--- src/sv/scr_pkg.sv ---
// Shared types and constants for the serial command responder.
// Used by the front end, the command queue, the back end and the top level.
// No dependencies.
package scr_pkg;

  // Field widths
  localparam int unsigned BYTE_W   = 8;
  localparam int unsigned SAMPLE_W = 10;
  localparam int unsigned DIGIT_W  = 4;
  localparam int unsigned NDIGITS  = 4;
  localparam int unsigned DIDX_W   = $clog2(NDIGITS);
  localparam int unsigned DCNT_W   = $clog2(NDIGITS + 1);

  // Stream payload widths (packed fields padded to whole bytes)
  localparam int unsigned IN_TDATA_W  = 24;
  localparam int unsigned OUT_TDATA_W = 16;

  // Command queue geometry
  localparam int unsigned QDEPTH = 2;
  localparam int unsigned QPTR_W = $clog2(QDEPTH);
  localparam int unsigned QCNT_W = $clog2(QDEPTH + 1);

  // Input item kinds (in_tuser)
  localparam logic OP_BYTE   = 1'b0;
  localparam logic OP_SAMPLE = 1'b1;

  // ASCII command and reply codes
  localparam logic [BYTE_W-1:0] CH_ZERO  = 8'h30;  // '0'
  localparam logic [BYTE_W-1:0] CH_ONE   = 8'h31;  // '1'
  localparam logic [BYTE_W-1:0] CH_QUERY = 8'h3F;  // '?'
  localparam logic [BYTE_W-1:0] CH_UPPL  = 8'h4C;  // 'L'
  localparam logic [BYTE_W-1:0] CH_LOWL  = 8'h6C;  // 'l'

  // Divide-by-ten: q = (v * DIV10_MUL) >> DIV10_SHIFT, exact for v < 1029
  localparam int unsigned          DIV10_MUL_W = 8;
  localparam logic [DIV10_MUL_W-1:0] DIV10_MUL = 8'd205;
  localparam int unsigned          DIV10_SHIFT = 11;
  localparam int unsigned          PROD_W      = SAMPLE_W + DIV10_MUL_W;
  localparam int unsigned          QUOT_W      = PROD_W - DIV10_SHIFT;

  // What the back end has to do for one item
  typedef enum logic [1:0] {
    KIND_NONE,   // nothing to send, one idle result
    KIND_FLAG,   // send '1' or '0' for the LED flag
    KIND_NUM     // send the stored sample in decimal
  } kind_t;

  // One queued command
  typedef struct packed {
    kind_t                kind;
    logic                 led;
    logic [SAMPLE_W-1:0]  value;
  } cmd_t;

  // Queue status seen by both sides
  typedef struct packed {
    logic full;
    logic empty;
  } q_status_t;

  // Back-end sequencer states
  typedef enum logic [1:0] {
    BK_IDLE,
    BK_CONV,
    BK_EMIT
  } bk_state_t;

endpackage

--- src/sv/serial_command_responder_unit.sv ---
// Top level of the serial command responder.
// Instantiates scr_front, scr_queue and scr_back; uses scr_pkg.
//
// Each input transfer is a received byte (in_tuser 0) or a new light-sensor
// sample (in_tuser 1). Samples are stored; '1' and '0' set and clear the LED
// flag; '?' replies with '1' or '0'; 'L' or 'l' replies with the stored
// sample as 1 to 4 decimal ASCII digits, most significant first. Every item
// gives at least one result; out_tuser marks a byte to transmit, out_tlast
// the final result of an item, and out_tdata[8] carries the LED flag after
// that item. The front end takes one item per cycle while the two-entry
// command queue has room. The back end answers an item with a single result
// directly from idle; a decimal reply of d digits (up to 4) takes one
// divide-by-ten step per digit, then one result per digit sent, using the
// shared reciprocal divider and the single result register.
module serial_command_responder_unit import scr_pkg::*; (
  input  logic                   clk,
  input  logic                   rst_n,
  input  logic                   in_tvalid,
  output logic                   in_tready,
  input  logic [IN_TDATA_W-1:0]  in_tdata,   // [7:0] rx_byte, [17:8] sample
  input  logic                   in_tuser,   // [0] op
  output logic                   out_tvalid,
  input  logic                   out_tready,
  output logic [OUT_TDATA_W-1:0] out_tdata,  // [7:0] tx_byte, [8] led_on
  output logic                   out_tuser,  // [0] tx_valid
  output logic                   out_tlast
);

  q_status_t q_status;
  logic      push;
  logic      pop;
  cmd_t      push_cmd;
  cmd_t      head;

  scr_front u_front (
    .clk       (clk),
    .rst_n     (rst_n),
    .in_tvalid (in_tvalid),
    .in_tready (in_tready),
    .in_tdata  (in_tdata),
    .in_tuser  (in_tuser),
    .q_status  (q_status),
    .push      (push),
    .push_cmd  (push_cmd)
  );

  scr_queue u_queue (
    .clk      (clk),
    .rst_n    (rst_n),
    .push     (push),
    .push_cmd (push_cmd),
    .pop      (pop),
    .head     (head),
    .status   (q_status)
  );

  scr_back u_back (
    .clk        (clk),
    .rst_n      (rst_n),
    .head       (head),
    .q_status   (q_status),
    .pop        (pop),
    .out_tvalid (out_tvalid),
    .out_tready (out_tready),
    .out_tdata  (out_tdata),
    .out_tuser  (out_tuser),
    .out_tlast  (out_tlast)
  );

  // Checks

  // An idle result is always the only result of its item and carries zero
  a_idle_last: assert property (@(posedge clk) disable iff (!rst_n)
    out_tvalid && !out_tuser |-> out_tlast && out_tdata[BYTE_W-1:0] == '0)
    else $error("idle result not final or not zero");

  // Transmitted bytes are always ASCII digits
  a_digit_range: assert property (@(posedge clk) disable iff (!rst_n)
    out_tvalid && out_tuser |->
      out_tdata[BYTE_W-1:0] >= CH_ZERO && out_tdata[BYTE_W-1:0] <= (CH_ZERO + 8'd9))
    else $error("transmitted byte is not a digit");

  // The queue is never written when full nor read when empty
  a_queue_safe: assert property (@(posedge clk) disable iff (!rst_n)
    !(push && q_status.full) && !(pop && q_status.empty))
    else $error("command queue overflow or underflow");

  // A stalled result holds its last flag until taken
  a_hold_last: assert property (@(posedge clk) disable iff (!rst_n)
    out_tvalid && !out_tready |=> out_tvalid && $stable(out_tlast))
    else $error("result changed while stalled");

endmodule

--- src/sv/scr_front.sv ---
// Front end: accepts input items, keeps the LED flag and sensor sample,
// and pushes one classified command per item into the queue. Uses scr_pkg.
module scr_front import scr_pkg::*; (
  input  logic                  clk,
  input  logic                  rst_n,
  input  logic                  in_tvalid,
  output logic                  in_tready,
  input  logic [IN_TDATA_W-1:0] in_tdata,   // [7:0] rx_byte, [17:8] sample
  input  logic                  in_tuser,   // [0] op
  input  q_status_t             q_status,
  output logic                  push,
  output cmd_t                  push_cmd
);

  logic                led_r, led_nxt;
  logic [SAMPLE_W-1:0] sample_r, sample_nxt;
  logic [BYTE_W-1:0]   rx_byte;
  logic [SAMPLE_W-1:0] sample_in;
  logic                xfer;

  assign rx_byte   = in_tdata[BYTE_W-1:0];
  assign sample_in = in_tdata[BYTE_W +: SAMPLE_W];
  assign in_tready = !q_status.full;
  assign xfer      = in_tvalid && in_tready;
  assign push      = xfer;

  // Classify the item and work out the new state
  always_comb begin
    led_nxt        = led_r;
    sample_nxt     = sample_r;
    push_cmd.kind  = KIND_NONE;
    if (in_tuser == OP_SAMPLE) begin
      sample_nxt = sample_in;
    end else begin
      case (rx_byte)
        CH_ONE:   led_nxt = 1'b1;
        CH_ZERO:  led_nxt = 1'b0;
        CH_QUERY: push_cmd.kind = KIND_FLAG;
        CH_UPPL:  push_cmd.kind = KIND_NUM;
        CH_LOWL:  push_cmd.kind = KIND_NUM;
        default:  push_cmd.kind = KIND_NONE;
      endcase
    end
    push_cmd.led   = led_nxt;
    push_cmd.value = sample_nxt;
  end

  // State registers, updated on each transfer
  always_ff @(posedge clk) begin
    if (!rst_n) begin
      led_r    <= 1'b0;
      sample_r <= '0;
    end else if (xfer) begin
      led_r    <= led_nxt;
      sample_r <= sample_nxt;
    end
  end

endmodule

--- src/sv/scr_queue.sv ---
// Short command queue between the front and back ends.
// Register-based FIFO of QDEPTH entries; uses scr_pkg.
module scr_queue import scr_pkg::*; (
  input  logic      clk,
  input  logic      rst_n,
  input  logic      push,
  input  cmd_t      push_cmd,
  input  logic      pop,
  output cmd_t      head,
  output q_status_t status
);

  cmd_t              mem_r [QDEPTH];
  logic [QPTR_W-1:0] wr_ptr_r, wr_ptr_nxt;
  logic [QPTR_W-1:0] rd_ptr_r, rd_ptr_nxt;
  logic [QCNT_W-1:0] count_r, count_nxt;

  assign head         = mem_r[rd_ptr_r];
  assign status.full  = (count_r == QCNT_W'(QDEPTH));
  assign status.empty = (count_r == '0);

  // Pointer and fill count update
  always_comb begin
    wr_ptr_nxt = wr_ptr_r;
    rd_ptr_nxt = rd_ptr_r;
    count_nxt  = count_r;
    if (push) begin
      wr_ptr_nxt = (wr_ptr_r == QPTR_W'(QDEPTH - 1)) ? '0 : wr_ptr_r + 1'b1;
    end
    if (pop) begin
      rd_ptr_nxt = (rd_ptr_r == QPTR_W'(QDEPTH - 1)) ? '0 : rd_ptr_r + 1'b1;
    end
    case ({push, pop})
      2'b10:   count_nxt = count_r + 1'b1;
      2'b01:   count_nxt = count_r - 1'b1;
      default: count_nxt = count_r;
    endcase
  end

  always_ff @(posedge clk) begin
    if (!rst_n) begin
      wr_ptr_r <= '0;
      rd_ptr_r <= '0;
      count_r  <= '0;
    end else begin
      wr_ptr_r <= wr_ptr_nxt;
      rd_ptr_r <= rd_ptr_nxt;
      count_r  <= count_nxt;
    end
  end

  // Entry storage
  always_ff @(posedge clk) begin
    if (push) begin
      mem_r[wr_ptr_r] <= push_cmd;
    end
  end

endmodule

--- src/sv/scr_back.sv ---
// Back end: pops commands, converts the sample to decimal one digit per
// cycle, and drives the registered result stream. Uses scr_pkg.
module scr_back import scr_pkg::*; (
  input  logic                   clk,
  input  logic                   rst_n,
  input  cmd_t                   head,
  input  q_status_t              q_status,
  output logic                   pop,
  output logic                   out_tvalid,
  input  logic                   out_tready,
  output logic [OUT_TDATA_W-1:0] out_tdata,  // [7:0] tx_byte, [8] led_on
  output logic                   out_tuser,  // [0] tx_valid
  output logic                   out_tlast
);

  bk_state_t state_r, state_nxt;

  logic [SAMPLE_W-1:0] val_r, val_nxt;
  logic [DCNT_W-1:0]   cnt_r, cnt_nxt;
  logic                led_r, led_nxt;
  logic [DIGIT_W-1:0]  digit_r [NDIGITS];

  logic               out_valid_r, out_valid_nxt;
  logic [BYTE_W-1:0]  out_byte_r, out_byte_nxt;
  logic               out_led_r, out_led_nxt;
  logic               out_txv_r, out_txv_nxt;
  logic               out_last_r, out_last_nxt;

  logic                out_free;
  logic                load_out;
  logic                conv_en;
  logic [PROD_W-1:0]   prod;
  logic [QUOT_W-1:0]   quot;
  logic [SAMPLE_W-1:0] rem_full;
  logic [DIGIT_W-1:0]  rem;
  logic [DIDX_W-1:0]   emit_idx;

  assign out_free = !out_valid_r || out_tready;

  // Divide by ten: reciprocal multiply, then remainder by shift-and-subtract
  assign prod     = PROD_W'(val_r) * PROD_W'(DIV10_MUL);
  assign quot     = prod[PROD_W-1:DIV10_SHIFT];
  assign rem_full = val_r - (SAMPLE_W'(quot) << 3) - (SAMPLE_W'(quot) << 1);
  assign rem      = rem_full[DIGIT_W-1:0];
  assign emit_idx = DIDX_W'(cnt_r - 1'b1);

  // Next state
  always_comb begin
    state_nxt = state_r;
    case (state_r)
      BK_IDLE: begin
        if (!q_status.empty && head.kind == KIND_NUM) begin
          state_nxt = BK_CONV;
        end
      end
      BK_CONV: begin
        if (quot == '0) begin
          state_nxt = BK_EMIT;
        end
      end
      BK_EMIT: begin
        if (out_free && cnt_r == DCNT_W'(1)) begin
          state_nxt = BK_IDLE;
        end
      end
      default: state_nxt = BK_IDLE;
    endcase
  end

  // Datapath controls and result values
  always_comb begin
    pop          = 1'b0;
    load_out     = 1'b0;
    conv_en      = 1'b0;
    val_nxt      = val_r;
    cnt_nxt      = cnt_r;
    led_nxt      = led_r;
    out_byte_nxt = out_byte_r;
    out_led_nxt  = out_led_r;
    out_txv_nxt  = out_txv_r;
    out_last_nxt = out_last_r;
    case (state_r)
      BK_IDLE: begin
        if (!q_status.empty) begin
          if (head.kind == KIND_NUM) begin
            pop     = 1'b1;
            val_nxt = head.value;
            cnt_nxt = '0;
            led_nxt = head.led;
          end else if (out_free) begin
            pop          = 1'b1;
            load_out     = 1'b1;
            out_led_nxt  = head.led;
            out_last_nxt = 1'b1;
            if (head.kind == KIND_FLAG) begin
              out_txv_nxt  = 1'b1;
              out_byte_nxt = head.led ? CH_ONE : CH_ZERO;
            end else begin
              out_txv_nxt  = 1'b0;
              out_byte_nxt = '0;
            end
          end
        end
      end
      BK_CONV: begin
        conv_en = 1'b1;
        val_nxt = SAMPLE_W'(quot);
        cnt_nxt = cnt_r + 1'b1;
      end
      BK_EMIT: begin
        if (out_free) begin
          load_out     = 1'b1;
          out_txv_nxt  = 1'b1;
          out_byte_nxt = CH_ZERO + BYTE_W'(digit_r[emit_idx]);
          out_led_nxt  = led_r;
          out_last_nxt = (cnt_r == DCNT_W'(1));
          cnt_nxt      = cnt_r - 1'b1;
        end
      end
      default: ;
    endcase
    out_valid_nxt = load_out ? 1'b1 : (out_tready ? 1'b0 : out_valid_r);
  end

  // Control registers
  always_ff @(posedge clk) begin
    if (!rst_n) begin
      state_r     <= BK_IDLE;
      cnt_r       <= '0;
      out_valid_r <= 1'b0;
    end else begin
      state_r     <= state_nxt;
      cnt_r       <= cnt_nxt;
      out_valid_r <= out_valid_nxt;
    end
  end

  // Payload registers
  always_ff @(posedge clk) begin
    val_r      <= val_nxt;
    led_r      <= led_nxt;
    out_byte_r <= out_byte_nxt;
    out_led_r  <= out_led_nxt;
    out_txv_r  <= out_txv_nxt;
    out_last_r <= out_last_nxt;
    if (conv_en) begin
      digit_r[cnt_r[DIDX_W-1:0]] <= rem;
    end
  end

  assign out_tvalid = out_valid_r;
  assign out_tuser  = out_txv_r;
  assign out_tlast  = out_last_r;
  assign out_tdata  = {{(OUT_TDATA_W - BYTE_W - 1){1'b0}}, out_led_r, out_byte_r};

endmodule
--- config.mk ---
export PLATFORM = sky130hd
export DESIGN_NAME = serial_command_responder_unit
export DESIGN_NICKNAME = d
export VERILOG_FILES = /design/src/sv/scr_pkg.sv /design/src/sv/serial_command_responder_unit.sv /design/src/sv/scr_front.sv /design/src/sv/scr_queue.sv /design/src/sv/scr_back.sv
export SDC_FILE = /design/constraint.sdc
export NUM_CORES = 1
export LEC_CHECK = 0
export ABC_AREA = 1
export BUFFER_PORTS_ARGS = -buffer_cell sky130_fd_sc_hd__buf_4
export CORE_MARGIN = 4
export CORE_UTILIZATION = 61
export CTS_CLUSTER_DIAMETER = 150
export DETAILED_ROUTE_END_ITERATION = 12
export GPL_TIMING_DRIVEN = 0
export HOLD_SLACK_MARGIN = 0.02
export PLACE_DENSITY = 0.82
export REMOVE_ABC_BUFFERS = 1
export SLEW_MARGIN = 20
export SYNTH_ARGS = -nofsm -noshare
export SYNTH_HDL_FRONTEND = slang
export SYNTH_SLANG_ARGS = --single-unit
--- constraint.sdc ---
create_clock -name clk -period 7.2 [get_ports clk]
set_input_delay 0 -clock clk [delete_from_list [all_inputs] [get_ports clk]]
set_output_delay 0 -clock clk [all_outputs]
set_load 0.005 [all_outputs]
# After elaboration in Yosys (flattened, before gate mapping)
# Memory sizes are Yosys's and may differ from the RTL's. A register that Yosys moved wholly into a read port is not among the register bits.
# Index checks and enable logic that the tools add are counted.
word_totals:
  reg_bits: 43
  ramBits: 42
  in_bits: 29
  output_inout_bits: 20
  n_memories: 2
op_classes:
  add_sub_neg: 9
  n_mul: 1
  n_eq_ne: 21
  n_mux: 57
  bitwise: 1
  n_reduce_logical: 21
memory_table:
  columns: ["memory", "depth", "word_bits", "read_ports", "rd_ports_with_merged_regs", "wr", "line", "text"]
  rows:
  - ["u_queue.mem_r", 2, 13, 1, 1, 1, "scr_queue.sv:13", "cmd_t mem_r [QDEPTH];"]
  - ["u_back.digit_r", 4, 4, 1, 0, 1, "scr_back.sv:21", "logic [DIGIT_W-1:0] digit_r [NDIGITS];"]
op_table:
  columns: ["cell", "n"]
  rows:
  - ["$mux 8", 5]
  - ["$mux 1", 31]
  - ["$mux 10", 3]
  - ["$eq 8x6->1 const B", 3]
  - ["$pmux 10 s2", 1]
  - ["$mul 10x8->18 const B", 1]
  - ["$eq 8x7->1 const B", 2]
  - ["$pmux 8 s2", 1]
  - ["$ne 2x1->1 const B", 6]
  - ["$pmux 1 s2", 5]
  - ["$mux 3", 3]
  - ["$pmux 3 s3", 1]
  - ["$reduce_and 3->1", 3]
  - ["$eq 2x2->1 const B", 4]
  - ["$mux 2", 4]
  - ["$pmux 2 s2", 2]
  - ["$reduce_bool 2->1", 4]
  - ["$sub 4x4->4", 2]
  - ["$add 6x4->7 const A", 1]
  - ["$logic_not 7->1", 1]
  - ["$eq 2x1->1 const B", 3]
  - ["$pmux 2 s3", 1]
  - ["$reduce_and 5->1", 1]
  - ["$logic_not 2->1", 2]
  - ["other kinds (14)", 20]

# Logic depth before layout (Yosys ltp)
depth:
  ltp_word: 8
  depth_mapped: 23

# Hierarchy
# A second synthesis with hierarchy kept.
hier_totals:
  hier_cells: 613
  hier_area_um2: 5579.1
modules_own_cells:
  columns: ["mod", "n_inst", "cells_per_inst", "area_each_um2", "seq_area_each_um2"]
  rows:
  - ["scr_back", 1, 441, 3714.8, 1141.1]
  - ["scr_queue", 1, 75, 1202.4, 880.8]
  - ["scr_front", 1, 97, 661.9, 220.2]

# Worst setup path after synthesis
# Ideal clock, no wire load.
synth_path:
  path_kind: "flip-flop to flip-flop"
  from: "reg u_back.val_r[3]"
  to: "mem u_back.digit_r[0][3] (data pin)"
  setup_ps: 261
  t_arrival_ps: 4025
  slack_ps: 2914
  stages_incl_launch_ff: 21
  period_less_slack_ps: 4286
  cell_sequence: "edfxtp_1 -> ha_1 -> inv_1 -> fa_1 -> inv_1 -> fa_1 -> inv_1 -> fa_1 -> inv_1 -> ha_1 -> a21oi_1 -> o21ai_1 -> inv_1 -> nand2_1 -> nand2_1 -> nand2_1 -> ha_1 -> xnor2_1 -> xor2_1 -> xor2_1 -> inv_1"
synth_via:
  elab_chain_len: 3
synth_rtl:
  columns: ["element", "line", "text"]
  rows:
  - ["start, declared", "scr_back.sv:18", "logic [SAMPLE_W-1:0] val_r, val_nxt;"]
  - ["start signal, assigned", "scr_back.sv:140", "val_r <= val_nxt;"]
  - ["$mul 10x8->18", "scr_back.sv:41", "assign prod = PROD_W'(val_r) * PROD_W'(DIV10_MUL);"]
  - ["$sub 4x4->4", "scr_back.sv:43", "assign rem_full = val_r - (SAMPLE_W'(quot) << 3) - (SAMPLE_W'(quot) << 1);"]
  - ["$sub 4x4->4 *", "scr_back.sv:43", null]
  - ["via u_back.rem_full[3]", "scr_back.sv:34", "logic [SAMPLE_W-1:0] rem_full;"]
  - ["end, declared", "scr_back.sv:21", null]
# Mark *: on every way through the listed nets, which the timed path passes. The rest lies on a longest branch.

# Final worst setup path
layout_path:
  from: "reg u_back.val_r[3]"
  to: "mem u_back.digit_r[1][3] (data pin)"
# Same word-level chain as after synthesis.

==> metrics <==
Synth cell types 43; design area 5950 µm²; commonest cells in the synthesized netlist nand2_1, inv_1, ha_1; Max Cap Violations 0; Required @ worst endpoint 7.29 ns; worst skew pair latency 0.35 ns; ys flop type edfxtp_1; Worst Hold Class in -> reg; TritonCTS clock tree yes; status finished, final reports clean; sum of negative setup slack 0 ns; post-synthesis register bit count 82; Fillers 634; fin nets 735; post-CTS resize count 0; kind of critical path reg -> reg; DPL Wire Length 7.66 mm; post-route clock period utilization 65.0%; first-pass GRT wire length 16.9 mm; min cycle time layout 4.68 ns; largest net degree at the start of global routing 25; Pre-Repair DR Iteration Count 5; worst slack, placed 2.51 ns; most frequent cell after synthesis nand2_1; vias 3801; Die X 101 µm; main area contributors after synthesis edfxtp_1, ha_1, dfxtp_1, nand2_1, inv_1; post-route setup slack 2.52 ns; Die Area 10300 µm²; vias in the first global route 3850; CP Launch Type flop; fmax 214 MHz; top-area cell type share of the netlist area 33.9%; Post-synth EDFFs 60; multi-input logic area 2610 µm²; placed cell area 5590 µm²; port bufs 33; routed wire length 9.67 mm; ANT cells 0; Synth Instances 586; CORE AREA 8340 µm²; layout cells sized above 1 10.4%; Register Area 2240 µm²; final hold vios 0; clock sink total 82; Yosys Warn Count 0; initial antenna violation count 0; total CTS buffers 9; DIE HEIGHT 101 µm; Slew HR 30.2%; Layout Area Growth over Synthesis 12.0%; clock skew 0.0147 ns; Async SR Flop Fraction 0%; syn avg cell area 9.07 µm²; Final setup viols 0; DRC viols 0; worst endpoint data arrival time 4.77 ns; drt via density 5.16; area leader, netlist edfxtp_1; I/O pin cnt 49; Placer Congestion 0.923; Final Max Tran Viols 0; initial DRC count 156; Reg clk slew, reported paths 0.08 ns; register area share after synthesis 42.2%; Root Driver clkbuf_8; Slew @ Worst Pin 1.04 ns; RSZ-0062 raised after global routing no; FP Rows 33; GR Util All Layers 20.8%; antenna viol nets, final 0; WL/cell 13.1 µm; CTS max path bufs 2; hold slack 0.0495 ns; Starting Density 63.8%; GR Overflow Total 0; H-tree level count 3; CP Max Fanout 4; Mapped Area 5320 µm²; crit end category flop
-- critical path, cell delays in order, from the launching register on --
cell	delay, ns
edfxtp_1	0.50
ha_1	0.36
inv_1	0.07
fa_1	0.52
inv_1	0.05
fa_1	0.54
inv_1	0.06
fa_1	0.53
inv_1	0.04
ha_1	0.31
a21oi_1	0.20
o21ai_1	0.11
inv_1	0.08
nand2_1	0.05
nand2_1	0.08
nand2_1	0.08
ha_1	0.20
xnor2_1	0.16
xor2_1	0.20
xor2_1	0.16
inv_1	0.10
-- through the flow --
step	utilization, %	instances
finish	71.4	737
global route	71.4	737
CTS	71.3	737
detailed placement	67.1	709
global placement	67.1	709
floorplan	-	571
-- cells by family after synthesis --
kind of cell / share of synthesized area [%]
XOR/XNOR: 1.62
flip-flops: 42.2
adder cells (fa/ha/maj): 20.8
AND/OR/NAND/NOR: 15.6
other: 0.0705
buffers and inverters: 9.34
multiplexers: 0.565
AO/OA/AOI/OAI: 9.81
-- registers in the layout, indices dropped and copies added, names as in the netlist, named ones only --
register and cells:
u_back.digit_r 16, u_back.out_tlast 1, u_back.led_r 1, u_queue.count_r 2, u_queue.mem_r 26, u_front.led_r 1
u_back.state_r 2, u_back.val_r 10, u_back.out_tvalid 1, u_front.sample_r 10, u_back.cnt_r 3, u_queue.rd_ptr_r 1
u_back.out_led_r 1, u_back.out_byte_r 5, u_queue.wr_ptr_r 1
-- worst paths after layout --
kind	from	slack, ns	depth (start not counted)	end
worst max-delay path	u_back.val_r[3]$_DFFE_PP_	2.52	20	u_back.digit_r[1][3]$_DFFE_PP_
worst max register to register	u_back.val_r[3]$_DFFE_PP_	2.52	20	u_back.digit_r[1][3]$_DFFE_PP_
worst min-delay path	in_tdata[8]	0.05	3	u_queue.mem_r[0][0]$_DFFE_PP_
worst min register to register	u_front.sample_r[6]$_SDFFE_PN0P_	0.45	2	u_front.sample_r[6]$_SDFFE_PN0P_
-- metal layers --
layer	global-route usage [%]	wire (µm)	up-vias
met1	26.5	4250	1738
met3	3.79	351	12
li1	-	-	1980
met4	6.44	126	0
met2	36.2	4940	71
met5	0	0	-
-- what timing repair did --
item,CTS,global route
setup buffers,0,0
hold buffers,12,0
hold endpoints to repair,35,0
-- final cells by class --
class | instances | share of cell area (%)
clock buffers | 11 | 2.21
flip-flops and latches | 82 | 37.7
multi-input cells | 392 | 43.9
clock inverters | 5 | 1.74
inverters | 97 | 6.11
well taps | 105 | 2.21
repair buffers | 45 | 6.18
-- layout by cell type (no fill, tap or decap), types with 3 or more instances in the layout --
cell             n
inv_1           94
nand4_1          3
nor2_1          49
bufinv_16        3
dlygate4sd3_1   12
nand2_1        110
o21ai_0         38
clkbuf_8         9
xor2_1           4
nand3_1         13
buf_4           33
conb_1           9
nand3b_1         3
dfxtp_1         22
xnor2_1          4
mux2i_1          3
edfxtp_1        60
a31oi_1          9
nand2_2          6
fa_1            16
ha_1            63
a21oi_1         34
Power is left out: the tool's default activity adds up to more than one toggle a clock period on the data nets, which glitch-free logic cannot reach.
